## src/rtl/rdss_ram.sv

```systemverilog
// ----------------------------------------------------------------------------
// rdss_ram
// generic single write port, single read port ram with registered read
// ----------------------------------------------------------------------------
module rdss_ram #(
   parameter int WIDTH = 32,
   parameter int DEPTH = 28
) (
   input  logic                     clock,
   input  logic                     we,
   input  logic [$clog2(DEPTH)-1:0] waddr,
   input  logic [WIDTH-1:0]         wdata,
   input  logic [$clog2(DEPTH)-1:0] raddr,
   output logic [WIDTH-1:0]         rdata
);

   logic [WIDTH-1:0] mem_ff [DEPTH];
   logic [WIDTH-1:0] rdata_ff;

   always_ff @(posedge clock) begin
      if (we) begin
         mem_ff[waddr] <= wdata;
      end
      rdata_ff <= mem_ff[raddr];
   end

   assign rdata = rdata_ff;

endmodule

```

## config.mk

```make
export PLATFORM = sky130hd
export DESIGN_NAME = rdss_ram
export DESIGN_NICKNAME = d
export VERILOG_FILES = /design/src/rtl/rdss_ram.sv
export SDC_FILE = /design/constraint.sdc
export NUM_CORES = 1
export LEC_CHECK = 0
export BUFFER_PORTS_ARGS = -buffer_cell sky130_fd_sc_hd__buf_2
export CAP_MARGIN = 20
export CELL_PAD_IN_SITES_DETAIL_PLACEMENT = 0
export CELL_PAD_IN_SITES_GLOBAL_PLACEMENT = 2
export CORE_ASPECT_RATIO = 2
export CORE_MARGIN = 2
export CORE_UTILIZATION = 55
export CTS_BUF_LIST = sky130_fd_sc_hd__clkbuf_4 sky130_fd_sc_hd__clkbuf_8
export DETAILED_ROUTE_END_ITERATION = 8
export MAX_ROUTING_LAYER = met4
export PLACE_DENSITY_LB_ADDON = 0.1
export RECOVER_POWER = 25
export SYNTH_ARGS = -nofsm -noshare
export SYNTH_HDL_FRONTEND = slang
export SYNTH_SLANG_ARGS = --single-unit
```

## constraint.sdc

```tcl
create_clock -name clock -period 4.25 [get_ports clock]
set_input_delay 0.6375 -clock clock [delete_from_list [all_inputs] [get_ports clock]]
set_output_delay 0.6375 -clock clock [all_outputs]
set_load 0.02 [all_outputs]
```

==> summary.txt <==
Status
  – Status: completed

Cells and area
  – Layout cells sized above 1: 21.3%
  – Multi-input combinational cell area: 7180 µm²
  – Nets@finish: 1967
  – Area grow syn2layout: 11.5%
  – # fillers: 4538
  – Register Area: 27500 µm²

Drt
  – Met2 WL post-DR: 42200 µm
  – Total Wirelength: 82600 µm
  – DRC viols: 0
  – DRT iter0 DRCs: 1624
  – Drt via density: 6.15
  – Metal-1 WL: 34200 µm
  – DR WL met3: 4590 µm
  – Routed wire length per instance: 29.2 µm
  – Post-DRT Antenna Nets: 0
  – Top sig layer: met4
  – First-pass detailed-route iteration total: 4
  – Vias: 17400

Timing
  – Worst-Margin Slew: 1.23 ns
  – Rel. slew slack: 18.0%
  – Skew final: 0.0253 ns
  – Fin. Hold Viols: 0
  – Minimum clock period: 2.13 ns
  – Max Slew Vio Count: 0
  – RSZ-0062 raised after global routing: no
  – Max Clk Rate: 470 MHz
  – TNS Setup: 0 ns
  – Setup violators final: 0
  – Final worst-path cycle share: 50.0%

Setup path
  – Worst-path cell chain: buf_2 -> buf_4 -> and2_2 -> buf_4 -> nand2_1 -> nand3_1 -> nand4_1
  – Worst EP arrival: 2.76 ns
  – CP endpoint kind: flop
  – Crit start category: primary input
  – Crit Path Max Fanout: 57
  – Crit-path leading delay family: buffers and inverters
  – Crit path required time: 4.88 ns
  – Critical path buffers and inverters: 3
  – Crit path max-delay cell type: buf_4
  – Crit path top cell by count: buf_4
  – Largest stage delay, worst path: 0.65 ns
  – CP Class: in -> reg

Global routing
  – Antenna violations before repair: 5
  – Global router's overall resource usage: 26.4%
  – Largest net degree at the start of global routing: 78
  – First-pass GRT wire length: 120000 µm
  – Vias in the first global route: 18000
  – GRT Residual Overflow: 0

Power and ir drop
  – Power Total: 17.7 mW
  – Max VDD drop: 0.000406 V
  – Combinational group share of total power: 5.2%
  – Sequential share of power: 57.7%
  – Clock group share of total power: 37.1%
  – Internal: 13.8 mW
  – Sw Pwr: 3.88 mW
  – Power per cell area: 453 nW/µm²
  – Pleak: 12.9 nW
  – Switching share of total power: 21.9%

Clocking
  – Reg clk slew, reported paths: 0.06 ns
  – Clock Sinks: 928
  – Root buffer cell: clkbuf_8
  – Hold-fix buffers at CTS: 0
  – Clock buffer depth: 3
  – CTS tree: done
  – H-Tree Depth: 3
  – Clk_lat worst skew: 0.76 ns
  – CTS buffer count: 119
  – Post_cts resized: 0
  – Setup bufs post-CTS: 0

Placed design
  – HPWL Detailed: 46500 µm
  – Port bufs: 75
  – Gpl congestion: 0.793

Logic synthesis
  – Post-Syn Nets: 1819
  – Post-synth top area share: 76.6%
  – Avg Inst Size Synth: 19.8 µm²
  – Ys Warns: 0
  – Library cells used by synthesis: 31
  – Area leader, netlist: edfxtp_1
  – FF+latch count, synth: 928
  – Register area share after synthesis: 78.4%
  – Syn Inst Count: 1775
  – Cell Area, Synth: 35100 µm²
  – Synth area leaders: edfxtp_1, mux2i_1, mux4_2

Die
  – Rows: 131
  – # IOs: 76
  – Die H: 361 µm
  – Initial Util: 55.4%
  – Core Region: 63400 µm²
  – Die area: 66000 µm²
  – Die Wd: 183 µm

Min path
  – Hold Crit Class: in -> reg

Flow run
  – Max Cap Viol: 0
## power groups by stage
stage	sequential, mW	clock [mW]	combinational [mW]
2_1_floorplan	10.4	0	0.502
6_report	10.2	6.57	0.928
4_1_cts	10.2	6.70	0.939
5_1_grt	10.2	7.08	0.996
3_3_place_gp	10.4	0	0.920
3_5_place_dp	10.4	0	0.937
## per-layer routing
layer | vias to the layer above | track usage (%)
li1 | 7529 | -
met1 | 9207 | 34.8
met2 | 557 | 43.1
met3 | 105 | 4.53
met4 | 0 | 7.05
met5 | - | -
## cell type report
cell class	instances	area share, %
antenna	5	0.0320
multi-input combinational	750	18.3
clock buffer	150	4.83
clock inverter	72	1.35
timing repair buffer	124	2.54
tap	798	2.55
sequential	928	70.3
## final timing paths
check                       from  slack, ns        end  depth (start not counted)
hold reg to reg   mem_ff[22][15]       0.59  rdata[15]                          4
setup / recovery        raddr[1]       2.12   rdata[5]                          7
hold / removal          raddr[3]       0.35   rdata[3]                          2
setup reg to reg  mem_ff[21][20]       2.78  rdata[20]                          3
## stage by stage
step	instance area, µm²	cells	hold slack [ns]	util (%)	setup WS [ns]
2_1_floorplan	35100	1775	0.549	-	1.19
6_report	39200	2827	0.348	61.7	2.12
4_1_cts	39200	2822	0.273	61.8	2.10
5_1_grt	39200	2827	0.327	61.7	2.02
3_3_place_gp	36700	2599	0.582	57.9	1.37
3_5_place_dp	36800	2600	0.586	57.9	1.36
## flip-flops by register name (all words and copies together), names as in the netlist
register and flops:
mem_ff 896, rdata 32
## kinds of logic after synthesis
family / share of synthesized area, %
AND/OR/NAND/NOR: 2.90
AO/OA/AOI/OAI: 3.42
flip-flops: 78.4
multiplexers: 13.5
buffers and inverters: 1.79
## layout by cell type (no fill, tap or decap), types with 8 or more instances in the layout
cell type,instances
a21oi_1,57
a221oi_1,13
a22oi_1,57
a31oi_1,13
buf_12,21
buf_2,52
buf_4,28
clkbuf_1,21
clkbuf_4,28
clkbuf_8,122
clkinv_1,30
clkinv_2,23
clkinvlp_4,10
dfxtp_1,32
edfxtp_1,896
mux2i_1,254
mux4_2,97
nand2_1,91
nand3_1,58
nand4_1,19
nor2_4,29
o21ai_0,8
o221ai_1,13
o22a_1,13
## worst reg2reg max path, delay by kind of cell (launching register included)
kind	cells	cell delay, ns
AO/OA/AOI/OAI	2	0.45
flip-flops	1	0.39
multiplexers	1	0.49
## synthesized netlist by cell type (all sizes together)
cell	instances
edfxtp	896
mux2i	254
mux4	97
nand2	91
buf	67
nand3	58
a21oi	57
a22oi	57
dfxtp	32
nor2	31
clkbuf	30
nand4	19
a221oi	13
a31oi	13
o21ai	13
o221ai	13
o22a	13
nand3b	6
or3b	4
and2	3
nor2b	3
nand2b	2
or3	2
or2	1
(Power assumes the default switching activity.)
