`config.mk`:
```
export PLATFORM = sky130hd
export DESIGN_NAME = rdss_div
export DESIGN_NICKNAME = d
export VERILOG_FILES = /design/src/rtl/rdss_pkg.sv /design/src/rtl/rdss_div.sv
export SDC_FILE = /design/constraint.sdc
export NUM_CORES = 1
export LEC_CHECK = 0
export BUFFER_PORTS_ARGS = -buffer_cell sky130_fd_sc_hd__buf_2
export CORE_UTILIZATION = 39
export DETAILED_ROUTE_END_ITERATION = 16
export PLACE_DENSITY_LB_ADDON = 0.2
export SLEW_MARGIN = 20
export SYNTH_ARGS = -nofsm -noshare
export SYNTH_HDL_FRONTEND = slang
export SYNTH_SLANG_ARGS = --single-unit
```
`constraint.sdc`:
```
create_clock -name clock -period 7.33 [get_ports clock]
set_input_delay 0.733 -clock clock [delete_from_list [all_inputs] [get_ports clock]]
set_output_delay 0.733 -clock clock [all_outputs]
set_load 0.05 [all_outputs]
```
`src/rtl/rdss_pkg.sv`:
```
// ----------------------------------------------------------------------------
// rdss_pkg
// shared constants, types and fixed-point helpers of the stencil step
// ----------------------------------------------------------------------------
package rdss_pkg;

   localparam int FRACTION_BITS = 16;
   localparam int SOURCE_GENES  = 7;
   localparam int FIRST_TARGET  = 3;
   localparam int GENES_IN      = 7;
   localparam int TARGETS       = 4;
   localparam int DATA_W        = 32;
   localparam int REG_W         = 31;
   localparam int TGT_W         = 2;
   localparam int SRC_W         = $clog2(SOURCE_GENES);
   localparam int GENE_W        = $clog2(GENES_IN);

   localparam int COEF_HALF_BASE = SOURCE_GENES * TARGETS;
   localparam int COEF_DEPTH     = 2 * COEF_HALF_BASE;
   localparam int COEF_AW        = $clog2(COEF_HALF_BASE);
   localparam int COEF_IDX_W     = 6;

   localparam int NUM_W     = DATA_W + FRACTION_BITS;
   localparam int DEN_W     = DATA_W + 1;
   localparam int DIV_CNT_W = $clog2(NUM_W + 1);
   localparam int PROD_W    = 2 * DATA_W;
   localparam int SUM_W     = PROD_W - FRACTION_BITS + 4;

   // request tdata layout
   localparam int POS_FIRST  = GENES_IN * DATA_W;
   localparam int POS_IDX    = POS_FIRST + 1;
   localparam int POS_VAL    = POS_IDX + COEF_IDX_W;
   localparam int REQ_BITS   = POS_VAL + DATA_W;
   localparam int REQ_DATA_W = ((REQ_BITS + 7) / 8) * 8;
   localparam int RSP_DATA_W = TARGETS * DATA_W;

   localparam int CSR_IDX_W = 2;
   localparam logic [CSR_IDX_W-1:0] CSR_GAIN  = 2'd0;
   localparam logic [CSR_IDX_W-1:0] CSR_STEP  = 2'd1;
   localparam logic [CSR_IDX_W-1:0] CSR_DECAY = 2'd2;
   localparam logic [REG_W-1:0]     STEP_RESET = 31'd65536;

   localparam logic KIND_COEF = 1'b0;
   localparam logic KIND_CELL = 1'b1;

   localparam logic [1:0] FILL_EMPTY = 2'd0;
   localparam logic [1:0] FILL_ONE   = 2'd1;
   localparam logic [1:0] FILL_TWO   = 2'd2;

   typedef enum logic [3:0] {
      ST_IDLE, ST_DISPATCH, ST_KD, ST_KDSAT, ST_RD, ST_DEN, ST_DIV, ST_ACC,
      ST_REA, ST_DIF, ST_DEC, ST_SUMT, ST_PUSH, ST_SHIFT
   } state_type;

   typedef struct packed {
      logic                     start;
      logic signed [NUM_W-1:0]  num;
      logic signed [DEN_W-1:0]  den;
   } div_req_type;

   typedef struct packed {
      logic                     done;
      logic signed [DATA_W-1:0] quot;
   } div_rsp_type;

   typedef struct packed {
      logic                             eol;
      logic [TARGETS-1:0][DATA_W-1:0]   genes;
   } result_type;

   // saturate to signed 32 bits
   function automatic logic signed [DATA_W-1:0] sat32(input logic signed [PROD_W-1:0] x);
      if (x[PROD_W-1:DATA_W-1] == {(PROD_W-DATA_W+1){x[DATA_W-1]}})
         return x[DATA_W-1:0];
      else if (x[PROD_W-1])
         return {1'b1, {(DATA_W-1){1'b0}}};
      else
         return {1'b0, {(DATA_W-1){1'b1}}};
   endfunction

   // floor shift by the fraction then saturate
   function automatic logic signed [DATA_W-1:0] asr_sat(input logic signed [PROD_W-1:0] x);
      return sat32(x >>> FRACTION_BITS);
   endfunction

endpackage

```
`src/rtl/rdss_div.sv`:
```
// ----------------------------------------------------------------------------
// rdss_div
// radix-2 restoring signed divider, one quotient bit a cycle, saturated result
// ----------------------------------------------------------------------------
module rdss_div (
   input  logic                  clock,
   input  logic                  reset,
   input  rdss_pkg::div_req_type req,
   output rdss_pkg::div_rsp_type rsp
);

   logic                             busy_ff, busy_in;
   logic                             fin_ff, fin_in;
   logic                             done_ff;
   logic [rdss_pkg::DIV_CNT_W-1:0]   cnt_ff;
   logic [rdss_pkg::DEN_W-1:0]       rem_ff;
   logic [rdss_pkg::NUM_W-1:0]       quo_ff;
   logic [rdss_pkg::DEN_W-1:0]       dmag_ff;
   logic                             neg_ff;
   logic signed [rdss_pkg::DATA_W-1:0] res_ff;
   logic [rdss_pkg::DEN_W:0]         shifted;
   logic                             fits;
   logic signed [rdss_pkg::PROD_W-1:0] qext;

   assign shifted = {rem_ff, quo_ff[rdss_pkg::NUM_W-1]};
   assign fits    = (shifted >= {1'b0, dmag_ff});
   assign qext    = neg_ff ? -$signed({{(rdss_pkg::PROD_W-rdss_pkg::NUM_W){1'b0}}, quo_ff})
                           :  $signed({{(rdss_pkg::PROD_W-rdss_pkg::NUM_W){1'b0}}, quo_ff});

   always_comb begin
      busy_in = busy_ff;
      fin_in  = 1'b0;
      if (req.start) begin
         busy_in = 1'b1;
      end else if (busy_ff && cnt_ff == rdss_pkg::DIV_CNT_W'(1)) begin
         busy_in = 1'b0;
         fin_in  = 1'b1;
      end
   end

   always_ff @(posedge clock) begin
      if (reset) begin
         busy_ff <= 1'b0;
         fin_ff  <= 1'b0;
         done_ff <= 1'b0;
      end else begin
         busy_ff <= busy_in;
         fin_ff  <= fin_in;
         done_ff <= fin_ff;
      end
   end

   always_ff @(posedge clock) begin
      if (req.start) begin
         quo_ff  <= req.num[rdss_pkg::NUM_W-1] ? rdss_pkg::NUM_W'(-req.num) : req.num;
         dmag_ff <= req.den[rdss_pkg::DEN_W-1] ? rdss_pkg::DEN_W'(-req.den) : req.den;
         neg_ff  <= req.num[rdss_pkg::NUM_W-1] ^ req.den[rdss_pkg::DEN_W-1];
         rem_ff  <= '0;
         cnt_ff  <= rdss_pkg::DIV_CNT_W'(rdss_pkg::NUM_W);
      end else if (busy_ff) begin
         rem_ff <= fits ? rdss_pkg::DEN_W'(shifted - {1'b0, dmag_ff})
                        : shifted[rdss_pkg::DEN_W-1:0];
         quo_ff <= {quo_ff[rdss_pkg::NUM_W-2:0], fits};
         cnt_ff <= cnt_ff - rdss_pkg::DIV_CNT_W'(1);
      end
      if (fin_ff) begin
         res_ff <= rdss_pkg::sat32(qext);
      end
   end

   assign rsp.done = done_ff;
   assign rsp.quot = res_ff;

endmodule

```
==> results by group <==
Outcome
  • Status: finished clean

Clock network
  • Count of hold-fix buffers inserted at cts: 0
  • CTS resizes: 0
  • CTS tree: built
  • Htree depth: 4
  • Postcts setup bufs: 0
  • TritonCTS buffer count: 17
  • Maximum root-to-sink buffer count: 2
  • Worst-Skew Late Latency: 0.43 ns
  • CTS Sinks: 156
  • Root Buffer: clkbuf_16
  • Clock slew at reported path FFs: 0.07 ns

Synth
  • Number of synthesized flops with an enable pin: around 110
  • Synth warn: 0
  • Mapped Area: between 10,000 and 15,000 µm²
  • FF+latch count, synth: 156
  • Top FF cell, synth: edfxtp_1
  • Synthesized area per cell: 8.97 µm²
  • Post-synth cell types: 81
  • Sequential area share after synthesis: 0.377
  • Synth async-reset ratio: 0
  • Post-Syn Instances: 1,262
  • Syn_nets: approximately 1,400

Floorplan
  • Die height: 172 µm
  • I/O Pins: between 100 and 150
  • Rows: 61
  • Initial Util: 0.402
  • Die X-Extent: approximately 170 µm
  • Core area: 28,200 µm²
  • Total die area: 29,700 µm²

Layout
  • Final Net Count: 1,456
  • Design area: around 13,000 µm²
  • Fin util: 0.452
  • Antenna diodes: 0
  • Share of cells above drive strength 1: 0.138
  • Area growth syn-to-layout: 12.5%
  • # fillers: 2,781

STA
  • Tmin final: 4.40 ns
  • Final Hold Fails: 0
  • RSZ-0062 raised after global routing: false
  • Highest clock rate: 227 MHz
  • Slew @ Worst Pin: 1.10 ns
  • Max Slew Vio Count: 0
  • Max-slew headroom: 0.267
  • Fin crit share: 0.600
  • Final setup TNS: 0 ns
  • Final setup violation count: 0
  • Post-Route Skew: 0.0141 ns

Worst setup path
  • Cells on worst reg2reg path: 10
  • Worst EP required: roughly 7.5 ns
  • Crit path DAT: roughly 4.5 ns
  • Startpoint types: register
  • Peak fanout along the critical path: 31
  • Setup crit end kind: register
  • Critical path class: reg2reg

Placement
  • I/O Buffers: 116
  • DP Wirelength: between 20,000 and 25,000 µm
  • RePlAce Congestion: 0.931
  • Placed Area: 12,100 µm²

Global routing
  • Vias in the first global route: around 9,000
  • Total track usage: 0.195
  • Largest net degree at the start of global routing: 70
  • Initial antenna violation count: 0
  • GRT overflow: 0
  • First-pass GRT wire length: 45,700 µm

Run
  • Number of max-cap violations: 0

Detailed routing
  • DRT antenna net count: 0
  • Vias/cell: about 5.5
  • Drc violations: 0
  • Routed len/inst: between 15 and 20 µm
  • Number of DRC markers in iteration 0: between 700 and 800
  • Drt first pass iters: 5
  • DR vias: roughly 9,500
  • Routed Wire Length: 28,000 µm

Worst hold path
  • Worst hold path type: reg2reg
  • Hold Crit Depth: 1

Power
  • Pwr Density: 211 nW/µm²
  • Leakage Power: around 0.0047 µW
  • Maximum VDD drop: 0.141 mV
## sequential cells by signal, indices dropped and copies added (netlist names)
name / count
quo_ff: 48
cnt_ff: 6
done_ff: 1
neg_ff: 1
res_ff: 32
dmag_ff: 33
rem_ff: 33
busy_ff: 1
fin_ff: 1
## metrics by stage
stage	cells	hold slack, ns	total power [µW]	setup slack (ns)
3_3_place_gp	1692	0.464	1770	2.98
2_1_floorplan	1262	0.462	1590	3.75
5_1_grt	1724	0.492	2830	2.61
3_5_place_dp	1692	0.464	1770	2.94
6_report	1724	0.481	2680	2.93
4_1_cts	1724	0.477	2700	2.91
## cells by family after synthesis
kind of cell / synth area share
AND/OR/NAND/NOR: 0.182
AO/OA/AOI/OAI: 0.197
flip-flops: 0.377
buffers and inverters: 0.0513
XOR/XNOR: 0.103
multiplexers: 0.0457
adder cells (fa/ha/maj): 0.0438
## area by class of cell
type	instances	area (µm²)	area share
multi-input cells	968	6490	0.510
flip-flops and latches	156	4270	0.335
repair buffers	123	636	0.0499
well taps	378	473	0.0371
clock buffers	17	425	0.0334
inverters	67	251	0.0197
clock inverters	15	190	0.0149
## critical path, cell delays in order, from the launching register on
cell,delay [ns]
edfxtp_1,0.42
or4_1,0.71
nor3_1,0.37
nand2_1,0.42
or4_1,0.62
o221a_2,0.14
o22ai_1,0.18
nor4b_2,0.37
nor3b_4,0.24
buf_4,0.44
mux2i_1,0.16
## power breakdown
group | switching (µW) | internal, µW
clock | 430 | 495
combinational | 379 | 260
sequential | 80.7 | 1040
total | 889 | 1790
## layer usage
layer / vias up / track usage / part of all wire / wire [µm]
met2: 228 / 0.328 / 0.48 / 13300
met3: 40 / 0.0291 / 0.042 / 1170
met5: - / 0 / 0 / 0
met4: 0 / 0.0658 / 0.020 / 554
li1: 4825 / - / - / -
met1: 4374 / 0.254 / 0.46 / 12900
## final timing paths
check / to / startpoint / slack, ns
max: res_ff[2]$_DFFE_PP_ / quo_ff[12]$_DFFE_PP_ / 2.93
min: done_ff$_SDFF_PP0_ / fin_ff$_SDFF_PP0_ / 0.48
max reg2reg: res_ff[2]$_DFFE_PP_ / quo_ff[12]$_DFFE_PP_ / 2.93
min reg2reg: done_ff$_SDFF_PP0_ / fin_ff$_SDFF_PP0_ / 0.48
## cells in the final DEF (no fill, tap or decap), types with 19 or more instances in the layout
cell type / Yosys / layout
edfxtp_1: 114 / 114
xor2_1: 77 / 77
a211oi_1: 32 / 32
nand3_1: 27 / 27
dfxtp_1: 42 / 41
ha_1: 38 / 38
a21oi_1: 93 / 93
nor2_1: 132 / 131
xnor2_1: 56 / 56
buf_2: 5 / 115
or3_1: 19 / 19
o41ai_1: 21 / 21
or4_1: 19 / 19
o31ai_1: 33 / 33
inv_1: 66 / 65
mux2i_1: 46 / 46
nor3_1: 25 / 25
nand2_1: 79 / 79
o21ai_0: 67 / 67
## cells in the mapped netlist, types with 8 or more instances
library cell / instances / share of area
nand4_1: 11 / 0.0061
o41ai_1: 21 / 0.016
or4_1: 19 / 0.013
nand3_1: 27 / 0.012
a31oi_1: 14 / 0.0077
mux2i_1: 46 / 0.041
a21oi_1: 93 / 0.041
nand2b_1: 16 / 0.0088
nor4_1: 18 / 0.010
a32oi_1: 8 / 0.0062
inv_1: 66 / 0.022
nor3_1: 25 / 0.011
nor2b_1: 12 / 0.0066
nand2_1: 79 / 0.026
or3_1: 19 / 0.011
xor2_1: 77 / 0.060
o21ai_0: 67 / 0.030
nor2_1: 132 / 0.044
clkbuf_1: 54 / 0.018
o31ai_1: 33 / 0.022
ha_1: 38 / 0.042
o21bai_1: 8 / 0.0053
edfxtp_1: 114 / 0.30
xnor2_1: 56 / 0.043
a211oi_1: 32 / 0.021
a21o_1: 11 / 0.0073
dfxtp_1: 42 / 0.074
No activity file was read; power rests on OpenSTA's default activity.
